==> config.mk <==
export PLATFORM = sky130hd
export DESIGN_NAME = tap_pulse_stream_decoder_unit
export DESIGN_NICKNAME = d
export VERILOG_FILES = /design/src/hw/rtl/tpsd_pkg.sv /design/src/hw/rtl/tpsd_front.sv /design/src/hw/rtl/tpsd_scale.sv /design/src/hw/rtl/tap_pulse_stream_decoder_unit.sv
export SDC_FILE = /design/constraint.sdc
export NUM_CORES = 1
export LEC_CHECK = 0
export ABC_AREA = 1
export BUFFER_PORTS_ARGS = -buffer_cell sky130_fd_sc_hd__clkbuf_2
export CAP_MARGIN = 10
export CORE_MARGIN = 3
export CORE_UTILIZATION = 35
export DETAILED_ROUTE_END_ITERATION = 10
export PLACE_DENSITY = 0.56
export SKIP_CTS_REPAIR_TIMING = 1
export SLEW_MARGIN = 10
export SYNTH_ARGS = -nofsm -noshare
export SYNTH_HDL_FRONTEND = slang
export SYNTH_HIERARCHICAL = 1
export SYNTH_SLANG_ARGS = --single-unit
==> constraint.sdc <==
create_clock -name clk -period 6.1 [get_ports clk]
set_input_delay 0.61 -clock clk [delete_from_list [all_inputs] [get_ports clk]]
set_output_delay 0.61 -clock clk [all_outputs]
set_load 0.01 [all_outputs]
==> src/hw/rtl/tpsd_pkg.sv <==
// Shared types and constants for the tape pulse stream decoder.
// It depends on nothing else. The front end, the scaler and the top level import it.
`default_nettype none

package tpsd_pkg;

    localparam int BYTE_W    = 8;
    localparam int POS_W     = 32;
    localparam int OPERAND_W = 24;
    localparam int HALF_W    = 26;
    localparam int CFG_IDX_W = 2;
    localparam int CFG_DAT_W = 32;
    localparam int FMT_W     = 2;
    localparam int PLAT_W    = 2;

    localparam int SCALE_FRAC_BITS_DEF = 16;

    // These are the configuration register indexes.
    localparam logic [CFG_IDX_W-1:0] CFG_FORMAT   = 2'd0;
    localparam logic [CFG_IDX_W-1:0] CFG_PLATFORM = 2'd1;
    localparam logic [CFG_IDX_W-1:0] CFG_VIDEO    = 2'd2;
    localparam logic [CFG_IDX_W-1:0] CFG_LENGTH   = 2'd3;

    // These are the format codes.
    localparam logic [FMT_W-1:0] FMT_PLAIN = 2'd0;
    localparam logic [FMT_W-1:0] FMT_LONG  = 2'd1;
    localparam logic [FMT_W-1:0] FMT_HALF  = 2'd2;

    // These are the platform codes. Any other code selects the first clock set.
    localparam logic [PLAT_W-1:0] PLAT_ONE = 2'd1;
    localparam logic [PLAT_W-1:0] PLAT_TWO = 2'd2;

    localparam logic [FMT_W-1:0] FMT_RESET = FMT_LONG;

    // These are the machine clock rates in Hz, one pair of PAL and NTSC per platform.
    localparam longint CLK_P0_PAL  = 985248;
    localparam longint CLK_P0_NTSC = 1022272;
    localparam longint CLK_P1_PAL  = 1108404;
    localparam longint CLK_P1_NTSC = 1022727;
    localparam longint CLK_P2_PAL  = 886724;
    localparam longint CLK_P2_NTSC = 894886;
    localparam longint US_PER_SECOND = 1000000;

    // This is one scaling request handed from the front end to the scaler.
    typedef struct packed {
        logic                 is_end;
        logic                 fmt2;
        logic                 level;
        logic [OPERAND_W-1:0] operand;
    } op_t;

endpackage

`default_nettype wire

==> src/hw/rtl/tpsd_front.sv <==
// Front end of the tape pulse stream decoder. It holds the configuration registers and
// the stream state, and it turns each accepted byte into at most one scaling request.
// It depends on tpsd_pkg.
`default_nettype none

module tpsd_front (
    input  wire                            clk,
    input  wire                            rst_n,
    input  wire                            cfg_valid,
    input  wire  [tpsd_pkg::CFG_IDX_W-1:0] cfg_index,
    input  wire  [tpsd_pkg::CFG_DAT_W-1:0] cfg_data,
    input  wire                            in_accept,
    input  wire  [tpsd_pkg::BYTE_W-1:0]    data_byte,
    output logic                           op_valid,
    output tpsd_pkg::op_t                  op,
    output logic [tpsd_pkg::PLAT_W-1:0]    platform,
    output logic                           video_standard
);
    import tpsd_pkg::*;

    logic [FMT_W-1:0]     format_reg;
    logic [PLAT_W-1:0]    platform_reg;
    logic                 video_reg;
    logic [POS_W-1:0]     length_reg;

    logic [POS_W-1:0]     pos_reg, pos_next;
    logic [1:0]           left_reg, left_next;
    logic [OPERAND_W-1:0] acc_reg, acc_next;
    logic                 shn_reg, shn_next;
    logic                 done_reg, done_next;

    logic                 fmt2;
    logic                 pulse;
    logic [BYTE_W:0]      short_val;

    assign fmt2           = (format_reg == FMT_HALF);
    assign platform       = platform_reg;
    assign video_standard = video_reg;
    assign short_val      = (data_byte == '0) ? {1'b1, {BYTE_W{1'b0}}} : {1'b0, data_byte};

    always_comb
    begin
        pos_next  = pos_reg;
        left_next = left_reg;
        acc_next  = acc_reg;
        shn_next  = shn_reg;
        done_next = done_reg;
        op_valid  = 1'b0;
        pulse     = 1'b0;
        op        = '0;
        op.fmt2   = fmt2;
        if (in_accept)
        begin
            if (done_reg)
            begin
                op_valid  = 1'b1;
                op.is_end = 1'b1;
            end
            else if (left_reg == 2'd0 && !(fmt2 && shn_reg) && pos_reg >= length_reg)
            begin
                done_next = 1'b1;
                op_valid  = 1'b1;
                op.is_end = 1'b1;
            end
            else
            begin
                if (pos_reg != '1)
                begin
                    pos_next = pos_reg + 1'b1;
                end
                if (left_reg != 2'd0)
                begin
                    case (left_reg)
                        2'd3:    acc_next = acc_reg | {16'd0, data_byte};
                        2'd2:    acc_next = acc_reg | {8'd0, data_byte, 8'd0};
                        default: acc_next = acc_reg | {data_byte, 16'd0};
                    endcase
                    left_next = left_reg - 2'd1;
                    if (left_reg == 2'd1)
                    begin
                        pulse      = 1'b1;
                        op.operand = acc_next;
                    end
                end
                else if (data_byte == '0 && format_reg != FMT_PLAIN)
                begin
                    left_next = 2'd3;
                    acc_next  = '0;
                end
                else
                begin
                    pulse      = 1'b1;
                    op.operand = OPERAND_W'({short_val, 3'b000});
                end
                if (pulse)
                begin
                    op_valid = 1'b1;
                    op.level = shn_reg;
                    shn_next = fmt2 ? !shn_reg : 1'b0;
                end
            end
        end
    end

    always_ff @(posedge clk or negedge rst_n)
    begin
        if (!rst_n)
        begin
            format_reg   <= FMT_RESET;
            platform_reg <= '0;
            video_reg    <= 1'b0;
            length_reg   <= '0;
            pos_reg      <= '0;
            left_reg     <= '0;
            acc_reg      <= '0;
            shn_reg      <= 1'b0;
            done_reg     <= 1'b0;
        end
        else
        begin
            pos_reg  <= pos_next;
            left_reg <= left_next;
            acc_reg  <= acc_next;
            shn_reg  <= shn_next;
            done_reg <= done_next;
            if (cfg_valid)
            begin
                case (cfg_index)
                    CFG_FORMAT:   format_reg   <= cfg_data[FMT_W-1:0];
                    CFG_PLATFORM: platform_reg <= cfg_data[PLAT_W-1:0];
                    CFG_VIDEO:    video_reg    <= cfg_data[0];
                    CFG_LENGTH:   length_reg   <= cfg_data;
                    default:      length_reg   <= length_reg;
                endcase
            end
        end
    end

endmodule

`default_nettype wire

==> src/hw/rtl/tpsd_scale.sv <==
// Scaler and result stage of the tape pulse stream decoder. It holds the request register,
// the period multiplier and the result register that splits a value into two halves.
// It depends on tpsd_pkg.
`default_nettype none

module tpsd_scale #(
    parameter int SCALE_FRAC_BITS = tpsd_pkg::SCALE_FRAC_BITS_DEF
) (
    input  wire                            clk,
    input  wire                            rst_n,
    input  wire                            op_valid,
    input  wire  tpsd_pkg::op_t            op,
    output logic                           op_ready,
    input  wire  [tpsd_pkg::PLAT_W-1:0]    platform,
    input  wire                            video_standard,
    output logic                           out_valid,
    input  wire                            out_ready,
    output logic [tpsd_pkg::HALF_W-1:0]    half_length,
    output logic                           line_level,
    output logic                           end_of_tape,
    output logic                           last_of_run
);
    import tpsd_pkg::*;

    localparam int PW = SCALE_FRAC_BITS + 1;
    localparam int MW = OPERAND_W + PW;
    localparam longint NUM = US_PER_SECOND << SCALE_FRAC_BITS;
    localparam logic [PW-1:0] PER_P0_PAL  = PW'((NUM + CLK_P0_PAL / 2) / CLK_P0_PAL);
    localparam logic [PW-1:0] PER_P0_NTSC = PW'((NUM + CLK_P0_NTSC / 2) / CLK_P0_NTSC);
    localparam logic [PW-1:0] PER_P1_PAL  = PW'((NUM + CLK_P1_PAL / 2) / CLK_P1_PAL);
    localparam logic [PW-1:0] PER_P1_NTSC = PW'((NUM + CLK_P1_NTSC / 2) / CLK_P1_NTSC);
    localparam logic [PW-1:0] PER_P2_PAL  = PW'((NUM + CLK_P2_PAL / 2) / CLK_P2_PAL);
    localparam logic [PW-1:0] PER_P2_NTSC = PW'((NUM + CLK_P2_NTSC / 2) / CLK_P2_NTSC);

    logic              s1_valid_reg;
    op_t               s1_op_reg;
    logic              out_valid_reg;
    logic [HALF_W-1:0] len_reg;
    logic              level_reg;
    logic              end_reg;
    logic              last_reg;

    logic [PW-1:0]     period;
    logic [MW-1:0]     product;
    logic [HALF_W-2:0] scaled;
    logic              out_free;
    logic              s1_move;

    always_comb
    begin
        case (platform)
            PLAT_ONE: period = video_standard ? PER_P1_NTSC : PER_P1_PAL;
            PLAT_TWO: period = video_standard ? PER_P2_NTSC : PER_P2_PAL;
            default:  period = video_standard ? PER_P0_NTSC : PER_P0_PAL;
        endcase
    end

    assign product  = MW'(s1_op_reg.operand) * MW'(period);
    assign scaled   = product[SCALE_FRAC_BITS +: HALF_W-1];
    assign out_free = !out_valid_reg || (out_ready && last_reg);
    assign s1_move  = s1_valid_reg && out_free;
    assign op_ready = !s1_valid_reg || s1_move;

    assign out_valid   = out_valid_reg;
    assign half_length = len_reg;
    assign line_level  = level_reg;
    assign end_of_tape = end_reg;
    assign last_of_run = last_reg;

    always_ff @(posedge clk or negedge rst_n)
    begin
        if (!rst_n)
        begin
            s1_valid_reg  <= 1'b0;
            out_valid_reg <= 1'b0;
        end
        else
        begin
            if (op_ready)
            begin
                s1_valid_reg <= op_valid;
            end
            if (s1_move)
            begin
                out_valid_reg <= 1'b1;
            end
            else if (out_valid_reg && out_ready && last_reg)
            begin
                out_valid_reg <= 1'b0;
            end
        end
    end

    always_ff @(posedge clk)
    begin
        if (op_ready && op_valid)
        begin
            s1_op_reg <= op;
        end
        if (s1_move)
        begin
            if (s1_op_reg.is_end)
            begin
                len_reg   <= '0;
                level_reg <= 1'b0;
                end_reg   <= 1'b1;
                last_reg  <= 1'b1;
            end
            else if (s1_op_reg.fmt2)
            begin
                len_reg   <= {scaled, 1'b0};
                level_reg <= s1_op_reg.level;
                end_reg   <= 1'b0;
                last_reg  <= 1'b1;
            end
            else
            begin
                len_reg   <= {1'b0, scaled};
                level_reg <= 1'b0;
                end_reg   <= 1'b0;
                last_reg  <= 1'b0;
            end
        end
        else if (out_valid_reg && out_ready && !last_reg)
        begin
            level_reg <= 1'b1;
            last_reg  <= 1'b1;
        end
    end

    // A first half is never an end-of-tape result.
    a_first_half_not_end: assert property (@(posedge clk) disable iff (!rst_n)
        out_valid_reg && !last_reg |-> !end_reg)
        else $error("first half carries end of tape");

    // A taken first half is followed at once by the high second half.
    a_second_half_follows: assert property (@(posedge clk) disable iff (!rst_n)
        out_valid_reg && out_ready && !last_reg
        |=> out_valid_reg && level_reg && last_reg && $stable(len_reg))
        else $error("second half missing or altered");

    // An end-of-tape result carries no pulse.
    a_end_is_empty: assert property (@(posedge clk) disable iff (!rst_n)
        out_valid_reg && end_reg |-> len_reg == '0 && !level_reg && last_reg)
        else $error("end of tape result carries a pulse");

endmodule

`default_nettype wire

==> src/hw/rtl/tap_pulse_stream_decoder_unit.sv <==
// Top level of the tape pulse stream decoder. It ties the front end to the scaler.
// It depends on tpsd_pkg, tpsd_front and tpsd_scale.
//
//  channel   signals                                  direction  carries
//  cfg       cfg_valid/cfg_ready, cfg_index, cfg_data  in         register writes
//  in        in_valid/in_ready, data_byte              in         one raw tape data byte
//  out       out_valid/out_ready, half_length,         out        one half-wave duration
//            line_level, end_of_tape, last_of_run
//
// A byte that is accepted updates the stream state in the same cycle. A byte that
// yields a pulse or an end mark loads the request register, then the period multiplier
// fills the result register once that register is free. A byte gives one result in
// format 2 and at the end of the tape, two results in formats 0 and 1, one result per
// cycle while out_ready is high. The result register sets this rate. Bytes that only
// collect a long count give no result. Reset is asynchronous and active low. It restores
// format 1, platform 0, PAL, length zero and an empty stream. While out_ready is low the
// request register holds one more request. The block takes bytes again as soon as the
// result register frees it. Writes to the configuration registers are always accepted.
`default_nettype none

module tap_pulse_stream_decoder_unit #(
    parameter int SCALE_FRAC_BITS = tpsd_pkg::SCALE_FRAC_BITS_DEF
) (
    input  wire                            clk,
    input  wire                            rst_n,
    input  wire                            cfg_valid,
    output logic                           cfg_ready,
    input  wire  [tpsd_pkg::CFG_IDX_W-1:0] cfg_index,
    input  wire  [tpsd_pkg::CFG_DAT_W-1:0] cfg_data,
    input  wire                            in_valid,
    output logic                           in_ready,
    input  wire  [tpsd_pkg::BYTE_W-1:0]    data_byte,
    output logic                           out_valid,
    input  wire                            out_ready,
    output logic [tpsd_pkg::HALF_W-1:0]    half_length,
    output logic                           line_level,
    output logic                           end_of_tape,
    output logic                           last_of_run
);
    import tpsd_pkg::*;

    logic              op_valid;
    op_t               op;
    logic              op_ready;
    logic [PLAT_W-1:0] platform;
    logic              video_standard;
    logic              in_accept;

    // The front end has no backpressure of its own. A byte is taken whenever the
    // request register can take what the byte produces.
    assign cfg_ready = 1'b1;
    assign in_ready  = op_ready;
    assign in_accept = in_valid && op_ready;

    tpsd_front u_front (
        .clk            (clk),
        .rst_n          (rst_n),
        .cfg_valid      (cfg_valid),
        .cfg_index      (cfg_index),
        .cfg_data       (cfg_data),
        .in_accept      (in_accept),
        .data_byte      (data_byte),
        .op_valid       (op_valid),
        .op             (op),
        .platform       (platform),
        .video_standard (video_standard)
    );

    tpsd_scale #(
        .SCALE_FRAC_BITS (SCALE_FRAC_BITS)
    ) u_scale (
        .clk            (clk),
        .rst_n          (rst_n),
        .op_valid       (op_valid),
        .op             (op),
        .op_ready       (op_ready),
        .platform       (platform),
        .video_standard (video_standard),
        .out_valid      (out_valid),
        .out_ready      (out_ready),
        .half_length    (half_length),
        .line_level     (line_level),
        .end_of_tape    (end_of_tape),
        .last_of_run    (last_of_run)
    );

endmodule

`default_nettype wire
; ---- Yosys cells after proc, flatten, opt, wreduce, memory -nomap -nowiden
; Index checks and enable logic that the tools add are counted.
[word_totals]
reg_bits = 155
inputBits = 47
out_inout_bits = 32
elab_cells = 117
[classes]
add_sub_neg = 2
mul = 1
magnitude_cmp = 1
n_eq_ne = 10
n_mux = 37
n_bitwise = 8
n_reduce_logical = 37
[op_table]
columns = operator, count
row1 = $mux 24, 4
row2 = $pmux 24 s2, 1
row3 = $mul 24x17->41, 1
row4 = $pmux 17 s2, 1
row5 = $add 32x1->32 const B, 1
row6 = $ge 32x32->1, 1
row7 = $ne 32x32->1 const B, 1
row8 = $mux 25, 1
row9 = $or 24x16->24, 1
row10 = $or 24x24->24, 1
row11 = $or 24x8->24, 1
row12 = $mux 1, 23
row13 = $mux 17, 1
row14 = $mux 14, 1
row15 = $mux 13, 1
row16 = $eq 2x2->1 const B, 6
row17 = $mux 12, 1
row18 = $reduce_and 4->1, 3
row19 = $logic_and 1x1->1, 11
row20 = $reduce_bool 2->1, 5
row21 = $mux 9, 1
row22 = $logic_not 8->1, 1
row23 = $reduce_and 2->1, 4
row24 = $eq 2x1->1 const B, 3
row25 = other kinds (9), 21

; ---- Depth between registers and ports, before layout
; Gate-level depths: netlist of the first run.
[depth]
depth_word = 13
ltp_mapped = 32
depth_no_buf = 31

; ---- Modules after synthesis
; The synthesis of the first run kept the hierarchy.
[modules_own_cells]
columns = module, n_inst, cells_per_inst, area_per_inst_um2, seq_area_each_um2
row1 = tpsd_scale, 1, 1799, 15070.7, 1731.7
row2 = tpsd_front, 1, 888, 6319.8, 2428.6
row3 = tap_pulse_stream_decoder_unit, 1, 4, 18.8, 0.0

; ---- Worst setup path after synthesis of the first run
; OpenSTA, ideal clock, no wires.
[synth_path]
kind = register to register
from = reg u_front.platform_reg[0] (netlist: u_front/platform[0])
to = reg u_scale.len_reg[7] (netlist: u_scale/half_length[7]) (data pin)
setup_ns = 0.253
arrival_time_ns = 5.897
required_ns = 5.847
path_slack_ns = -0.050
path_stages_with_launch = 28
n_path_buf = 1
period_less_slack_ns = 6.150
cell_sequence = dfrtp_1 > inv_1 > ha_1 > inv_1 > nor2_1 > inv_1 > clkbuf_1 > nor2_1 > inv_1 > fa_1 > inv_1 > fa_1 > inv_1 > fa_1 > inv_1 > fa_1 > fa_1 > inv_1 > fa_1 > inv_1 > ha_1 > a21oi_1 > o21ai_0 > a21oi_1 > nand3_2 > or2_2 > nand3_1 > nand2_1
[synth_via]
elab_chain_len = 4
word_cells_on_any_way = 5
classes_between = 1 x mul / 2 x eq/ne / 2 x mux
[synth_lines]
columns = element, line
row1 = "start, declared", tpsd_front.sv:22  ; logic [PLAT_W-1:0] platform_reg;
row2 = "start signal, assigned", tpsd_front.sv:130  ; CFG_PLATFORM: platform_reg <= cfg_data[PLAT_W-1:0];
row3 = $eq 2x2->1 / $eq 2x1->1 (equally long branches), tpsd_scale.sv:51  ; case (platform)
row4 = $pmux 17 s2 *, tpsd_scale.sv:51
row5 = $mul 24x17->41 *, tpsd_scale.sv:58  ; assign product = MW'(s1_op_reg.operand) * MW'(period);
row6 = $mux 25 *, tpsd_scale.sv:109  ; else if (s1_op_reg.fmt2)
row7 = "end signal, assigned", tpsd_scale.sv:111  ; len_reg <= {scaled, 1'b0};
row8 = "end signal, assigned", tpsd_scale.sv:118  ; len_reg <= {1'b0, scaled};
row9 = "end, declared", tpsd_scale.sv:38  ; logic [HALF_W-1:0] len_reg;
; Every way passes the cells marked *; elsewhere a longest branch is shown, timed or not.
; A chain may end at the register's enable or synchronous reset.

; ---- Final worst setup path of the first run
[layout_path]
from = reg u_front.platform_reg[1] (netlist: u_front/platform[1])
to = reg u_scale.len_reg[10] (netlist: u_scale/half_length[10]) (data pin)
; The elaborated chain is that of the path after synthesis.

==> parameters.txt, run 1 <==
Parameter                              Value

Status
  Status    finished, violations left
  Violations in the final reports    setup timing

Detailed routing
  Number of detailed-route iterations in the first pass    5
  Detail-routed net length per standard cell    16.8 um
  Remaining antenna violation count after routing    0
  Detailed Route WL    62700 um
  Vias/cell    4.87
  Initial DRC Count    1330
  Vias after detailed routing    18182
  Number of design rule violations left after detail routing    0

Die
  Initial core utilization    35.4%
  Die W    253 um
  Area of the die    0.0642 mm2
  DIE HEIGHT    253 um
  Number of I/O pins    79
  Number of standard-cell rows in the floorplan    90
  Total core area    0.0605 mm2

Clock tree
  Count of H-tree levels built during CTS    4
  Number of buffers on the longest clock path    2
  CTS Root Buffer Type    sky130_fd_sc_hd__clkbuf_16
  Latest clock arrival within the worst-skew pair    470 ps
  Clock tree sinks    155
  TritonCTS clock tree    built
  Clock edge transition at the registers on the reported setup and hold paths    80 ps
  Num CTS Buffers    17

Yosys
  EDFF count, synth    56
  Per-instance average area after synthesis    7.96 um2
  Number of unique standard cell types used by synthesis    46
  Post-synth top area share    30.5%
  Number of instances in the synthesized netlist    2691
  Most frequent cell after synthesis    sky130_fd_sc_hd__inv_1
  Synth area leader    sky130_fd_sc_hd__fa_1
  Async set-or-reset flop fraction in the synthesized netlist    63.9%
  Flip-flop cell with the highest count after synthesis    sky130_fd_sc_hd__dfrtp_1
  Synth Net Count    3219
  Post-Syn Area    0.0214 mm2
  Synth warn    6
  Ranking of synthesized cells by area    sky130_fd_sc_hd__fa_1, sky130_fd_sc_hd__dfrtp_1, sky130_fd_sc_hd__inv_1
  Post-synthesis sequential element count    155
  Register area share after synthesis    19.4%
  Synth cell count leaders    sky130_fd_sc_hd__inv_1, sky130_fd_sc_hd__nand2_1, sky130_fd_sc_hd__nor2_1, sky130_fd_sc_hd__fa_1, sky130_fd_sc_hd__ha_1

STA
  Measured slew at the worst slew-check pin    1010 ps
  Max Clock Freq    158 MHz
  Tcrit/Tclk final    104%
  Final Skew    16.1 ps
  Setup violation total in the final timing report    25
  Worst slew margin relative to its limit    32.5%
  Unrepaired setup endpoints after global routing    true
  Final critical-path setup slack    -246 ps
  Post-route minimum period    6350 ps
  Final hold viol count    0
  Number of pins with negative max-slew slack in the final report    0

Place
  Placer Congestion    0.927
  Post-detailed-placement half-perimeter wirelength    52300 um
  Port buffer count    77

Min path
  Tightest Hold Check Type    input pin to async pin

Critical path
  Kind of end point of the critical path    register
  Crit path DAT    6560 ps
  Max FO, Critical Path    13
  Sort of element at the start of the critical path    register
  Longest individual stage delay on the worst path    540 ps
  Slack of the worst reg-to-reg path    -250 ps
  Critical setup path kind    register to register
  Slowest cell on the critical path    sky130_fd_sc_hd__fa_1
  Worst r2r src    u_front/platform[1]
  Critical Path RT    6320 ps
  Worst-case reg-to-reg path depth    27
  R2R Path End    u_scale/half_length[10]

Final layout
  Area growth from synthesis to final layout    19.3%
  Number of nets in the layout    3467
  Utilization of the core after routing    42.2%
  Diode count    0
  Total of fill cells in the finished design    6085
  Share of cells above drive strength 1    18.7%

Global routing
  Number of global-route vias before repair    19162
  Final global-route overflow total    0
  Global-route wire length before repair    103000 um
  GRT Total Usage    20.5%
  Initial antenna violation count    0
  Maximum number of pins on one net before global-route repair    86

Run
  Number of violations of the max-capacitance limit    0
-- worst max-delay path by stage --
stage | from | to | cells after the start
CTS | u_front/platform[1] | u_scale/half_length[24] | 29
finish | u_front/platform[1] | u_scale/half_length[10] | 27
detailed placement | u_front/platform[1] | u_scale/half_length[24] | 29
global route | u_front/platform[1] | u_scale/half_length[24] | 28
global placement | u_front/platform[1] | u_scale/half_length[24] | 29
floorplan | u_front/platform[0] | u_scale/half_length[23] | 26
-- critical path, delay by kind of cell (launching register included) --
| family | cells | cell delay, ps |
|---|---|---|
| buffers and inverters | 10 | 1100 |
| AND/OR/NAND/NOR | 7 | 630 |
| flip-flops | 1 | 450 |
| AO/OA/AOI/OAI | 2 | 150 |
| adder cells (fa/ha/maj) | 8 | 3750 |
-- cells by family after synthesis --
| group | Yosys count | synth area share (%) |
|---|---|---|
| other | 1 | 0.0175 |
| AOI/OAI and AO/OA | 185 | 4.62 |
| xor gates and xnor gates | 18 | 0.736 |
| and+or+nand+nor | 1144 | 22.8 |
| buffers and inverters | 707 | 12.9 |
| DFF | 155 | 19.4 |
| adders and majority gates | 481 | 39.5 |
-- final cells by class --
cell class,instances,area [um2],area share (%)
Timing Repair Buffer,310,2240,8.77
Clock inverter,15,194,0.759
Multi-Input combinational cell,1829,15200,59.5
Inverter,626,2350,9.22
Clock buffer,17,425,1.67
Tap cell,782,978,3.83
Sequential cell,155,4160,16.3
-- metal layers --
metal / track usage, % / up-vias / share of wire (%)
li1: - / 8644 / -
met1: 26.6 / 8903 / 43
met2: 34.9 / 524 / 48
met3: 2.76 / 111 / 4.9
met4: 7.33 / 0 / 3.7
met5: 0 / - / 0
-- metrics by stage --
stage               cells  hold WS (ps)  area (um2)  setup TNS (ps)  worst slack [ps]
global route         3734          92.2       25500           -9790              -472
CTS                  3725          73.7       24800          -11190              -529
detailed placement   3693           459       24200          -10410              -486
global placement     3693           454       24200          -11050              -519
finish               3734          78.0       25500           -3900              -246
floorplan            2691           314       21400           -4.86             -2.44
-- layout by cell type (no fill, tap or decap), types with 17 or more instances in the layout --
| master | count |
|---|---|
| sky130_fd_sc_hd__a21oi_2 | 25 |
| sky130_fd_sc_hd__nand2_1 | 505 |
| sky130_fd_sc_hd__inv_2 | 18 |
| sky130_fd_sc_hd__a21oi_1 | 88 |
| sky130_fd_sc_hd__nand2_2 | 35 |
| sky130_fd_sc_hd__ha_1 | 139 |
| sky130_fd_sc_hd__nand4_1 | 72 |
| sky130_fd_sc_hd__fa_1 | 316 |
| sky130_fd_sc_hd__edfxtp_1 | 56 |
| sky130_fd_sc_hd__nor3_1 | 21 |
| sky130_fd_sc_hd__nand3_1 | 103 |
| sky130_fd_sc_hd__dfrtp_1 | 97 |
| sky130_fd_sc_hd__o21ai_0 | 30 |
| sky130_fd_sc_hd__inv_1 | 598 |
| sky130_fd_sc_hd__buf_4 | 224 |
| sky130_fd_sc_hd__nor2_1 | 301 |
| sky130_fd_sc_hd__clkbuf_2 | 76 |
| sky130_fd_sc_hd__nand3b_1 | 17 |
| sky130_fd_sc_hd__clkbuf_16 | 17 |
| sky130_fd_sc_hd__nor2_2 | 42 |
Power of run 1 is left out: the tool's default activity adds up to more than one toggle a clock period on the data nets, which glitch-free logic cannot reach.
==> run 2, diff against run 1 <==
--- a/config.mk
+++ b/config.mk
@@ -5,7 +5,6 @@
 export SDC_FILE = /design/constraint.sdc
 export NUM_CORES = 1
 export LEC_CHECK = 0
-export ABC_AREA = 1
 export BUFFER_PORTS_ARGS = -buffer_cell sky130_fd_sc_hd__clkbuf_2
 export CAP_MARGIN = 10
 export CORE_MARGIN = 3
==> parameters.txt, run 2 <==
Parameter                              Value

Status
  Status    finished, violations left
  Violations in the final reports    setup timing

Die
  Total core area    0.0578 mm2
  DIE HEIGHT    248 um
  Area of the die    0.0615 mm2
  Number of I/O pins    79
  Number of standard-cell rows in the floorplan    88
  Initial core utilization    35.4%
  Die W    248 um

Yosys
  Ranking of synthesized cells by area    sky130_fd_sc_hd__fa_1, sky130_fd_sc_hd__dfrtp_1, sky130_fd_sc_hd__ha_1
  Post-synthesis sequential element count    155
  Number of instances in the synthesized netlist    2104
  Async set-or-reset flop fraction in the synthesized netlist    63.9%
  Post-synth top area share    31.9%
  Number of unique standard cell types used by synthesis    77
  EDFF count, synth    56
  Synth cell count leaders    sky130_fd_sc_hd__inv_1, sky130_fd_sc_hd__fa_1, sky130_fd_sc_hd__nand2_1, sky130_fd_sc_hd__ha_1, sky130_fd_sc_hd__and2_1
  Per-instance average area after synthesis    9.73 um2
  Synth warn    6
  Flip-flop cell with the highest count after synthesis    sky130_fd_sc_hd__dfrtp_1
  Synth area leader    sky130_fd_sc_hd__fa_1
  Most frequent cell after synthesis    sky130_fd_sc_hd__inv_1
  Synth Net Count    2632
  Register area share after synthesis    20.3%
  Post-Syn Area    0.0205 mm2

Final layout
  Total of fill cells in the finished design    5552
  Number of nets in the layout    2919
  Leading cell type in the layout, fill and taps excluded    sky130_fd_sc_hd__inv_1
  Highest-count cells in the layout ignoring fill and taps    sky130_fd_sc_hd__inv_1, sky130_fd_sc_hd__fa_1, sky130_fd_sc_hd__buf_4
  Area growth from synthesis to final layout    22.2%
  Share of cells above drive strength 1    24.9%
  Area taken by flip-flops and latches    0.00416 mm2
  Multi-input logic area    0.0150 mm2

Critical path
  Sort of element at the start of the critical path    register
  Crit path DAT    7290 ps
  Critical setup path kind    register to register
  Slowest cell on the critical path    sky130_fd_sc_hd__fa_1
  Critical Path RT    6420 ps
  Worst r2r src    u_front/platform[1]
  Slack of the worst reg-to-reg path    -870 ps
  Longest individual stage delay on the worst path    600 ps
  Worst-case reg-to-reg path depth    24
  Dominant cell type by count on the critical path    sky130_fd_sc_hd__fa_1
  Max FO, Critical Path    7
  R2R Path End    u_scale/half_length[18]
  Cell chain of the critical path    buf_6 -> fa_2 -> buf_12 -> and2_1 -> fa_1 -> inv_2 -> fa_2 -> inv_1 -> fa_1 -> fa_2 -> fa_1 -> inv_1 -> fa_1 -> inv_1 -> ha_4 -> and4_4 -> and2_4 -> a221oi_4 -> o31ai_4 -> buf_12 -> a31o_4 -> a221o_1 -> a221oi_2 -> a21boi_2
  Kind of end point of the critical path    register

Detailed routing
  Vias/cell    4.85
  Initial DRC Count    781
  Vias after detailed routing    15379
  Detail-routed net length per standard cell    17.1 um
  Detailed Route WL    54100 um
  Number of design rule violations left after detail routing    0
  Number of detailed-route iterations in the first pass    4
  Remaining antenna violation count after routing    0

Place
  Port buffer count    77
  Post-detailed-placement half-perimeter wirelength    45000 um
  Placer Congestion    0.896

STA
  Max Clock Freq    143 MHz
  Tcrit/Tclk final    114%
  Final Skew    16.3 ps
  Final-layout worst hold slack    171 ps
  Post-route minimum period    6970 ps
  Setup violation total in the final timing report    26
  Measured slew at the worst slew-check pin    1180 ps
  Unrepaired setup endpoints after global routing    true
  Number of pins with negative max-slew slack in the final report    0
  Final critical-path setup slack    -872 ps
  Worst slew margin relative to its limit    21.0%
  Final hold viol count    0

Clock tree
  CTS Root Buffer Type    sky130_fd_sc_hd__clkbuf_16
  Clock edge transition at the registers on the reported setup and hold paths    80 ps
  Number of buffers on the longest clock path    2
  Latest clock arrival within the worst-skew pair    470 ps
  Clock tree sinks    155
  TritonCTS clock tree    built
  Count of H-tree levels built during CTS    4
  Num CTS Buffers    17

Global routing
  Maximum number of pins on one net before global-route repair    56
  Global-route wire length before repair    88700 um
  Number of global-route vias before repair    16916
  Final global-route overflow total    0
  GRT Total Usage    18.5%
  Initial antenna violation count    1

Min path
  Tightest Hold Check Type    input pin to async pin

Run
  Number of violations of the max-capacitance limit    0
[run 2: cell count changes after synthesis, sizes merged, moves of 35 or more]
cell / delta
nand2: -369
nor2: -293
inv: -181
and2: +113
nand3: -88
nor2b: +85
mux2: +48
xnor2: +39
nand4: -35
[run 2: final cells by class]
| class | instances | share of cell area, % |
|---|---|---|
| Timing Repair Buffer | 354 | 10.5 |
| Tap cell | 765 | 3.82 |
| Antenna cell | 1 | 0.0100 |
| Clock inverter | 14 | 0.605 |
| Clock buffer | 18 | 1.75 |
| Inverter | 437 | 6.55 |
| Multi-Input combinational cell | 1426 | 60.1 |
| Sequential cell | 155 | 16.6 |
[run 2: per-layer routing]
metal  track usage [%]  routed length (um)  share of wire (%)  up-vias
met3              2.82                2140                4.0       67
met5                 0                   0                  0        -
met4              6.39                1640                3.0        0
met1              23.2               22800                 42     7775
li1                  -                   -                  -     7218
met2              32.5               27400                 51      319
[run 2: cell families (layout without fill, tap and decap cells)]
logic type      Yosys count  count (layout)  synth area share (%)
xor+xnor                 49              49                  2.10
mux                      50              50                  2.74
fa+ha+maj               481             481                  41.3
buf+inv                 524             823                  9.82
flops                   155             155                  20.3
other cells               1               2                0.0183
compound gates          243             244                  8.16
simple gates            601             601                  15.5
[run 2: worst max-delay path by stage]
stage / from / end / slack (ps) / cells after the start
after floorplan: u_front/platform[0] / u_scale/half_length[18] / -510 / 25
after global routing: u_front/platform[1] / u_scale/half_length[18] / -1110 / 25
after CTS: u_front/platform[1] / u_scale/half_length[18] / -960 / 24
after detailed placement: u_front/platform[1] / u_scale/half_length[18] / -930 / 24
after global placement: u_front/platform[0] / u_scale/half_length[18] / -900 / 25
final: u_front/platform[1] / u_scale/half_length[18] / -870 / 24
[run 2: stage by stage]
step | area, um2 | cells | utilization [%] | setup WS [ps] | TNS [ps]
final | 25000 | 3170 | 43.3 | -872 | -15840
after CTS | 24300 | 3149 | 42.0 | -957 | -16920
after global routing | 25000 | 3169 | 43.3 | -1110 | -21920
after floorplan | 20800 | 2104 | - | -513 | -4540
after global placement | 23700 | 3117 | 41.0 | -903 | -14880
after detailed placement | 23700 | 3117 | 41.0 | -927 | -16180
[run 2: critical path, delay by kind of cell (launching register included)]
| kind | cells | cell delay (ps) |
|---|---|---|
| AOI/OAI and AO/OA | 6 | 1350 |
| and+or+nand+nor | 3 | 520 |
| adders and majority gates | 8 | 3780 |
| buffers and inverters | 7 | 710 |
| DFF | 1 | 450 |
Power of run 2 is left out for the same reason.
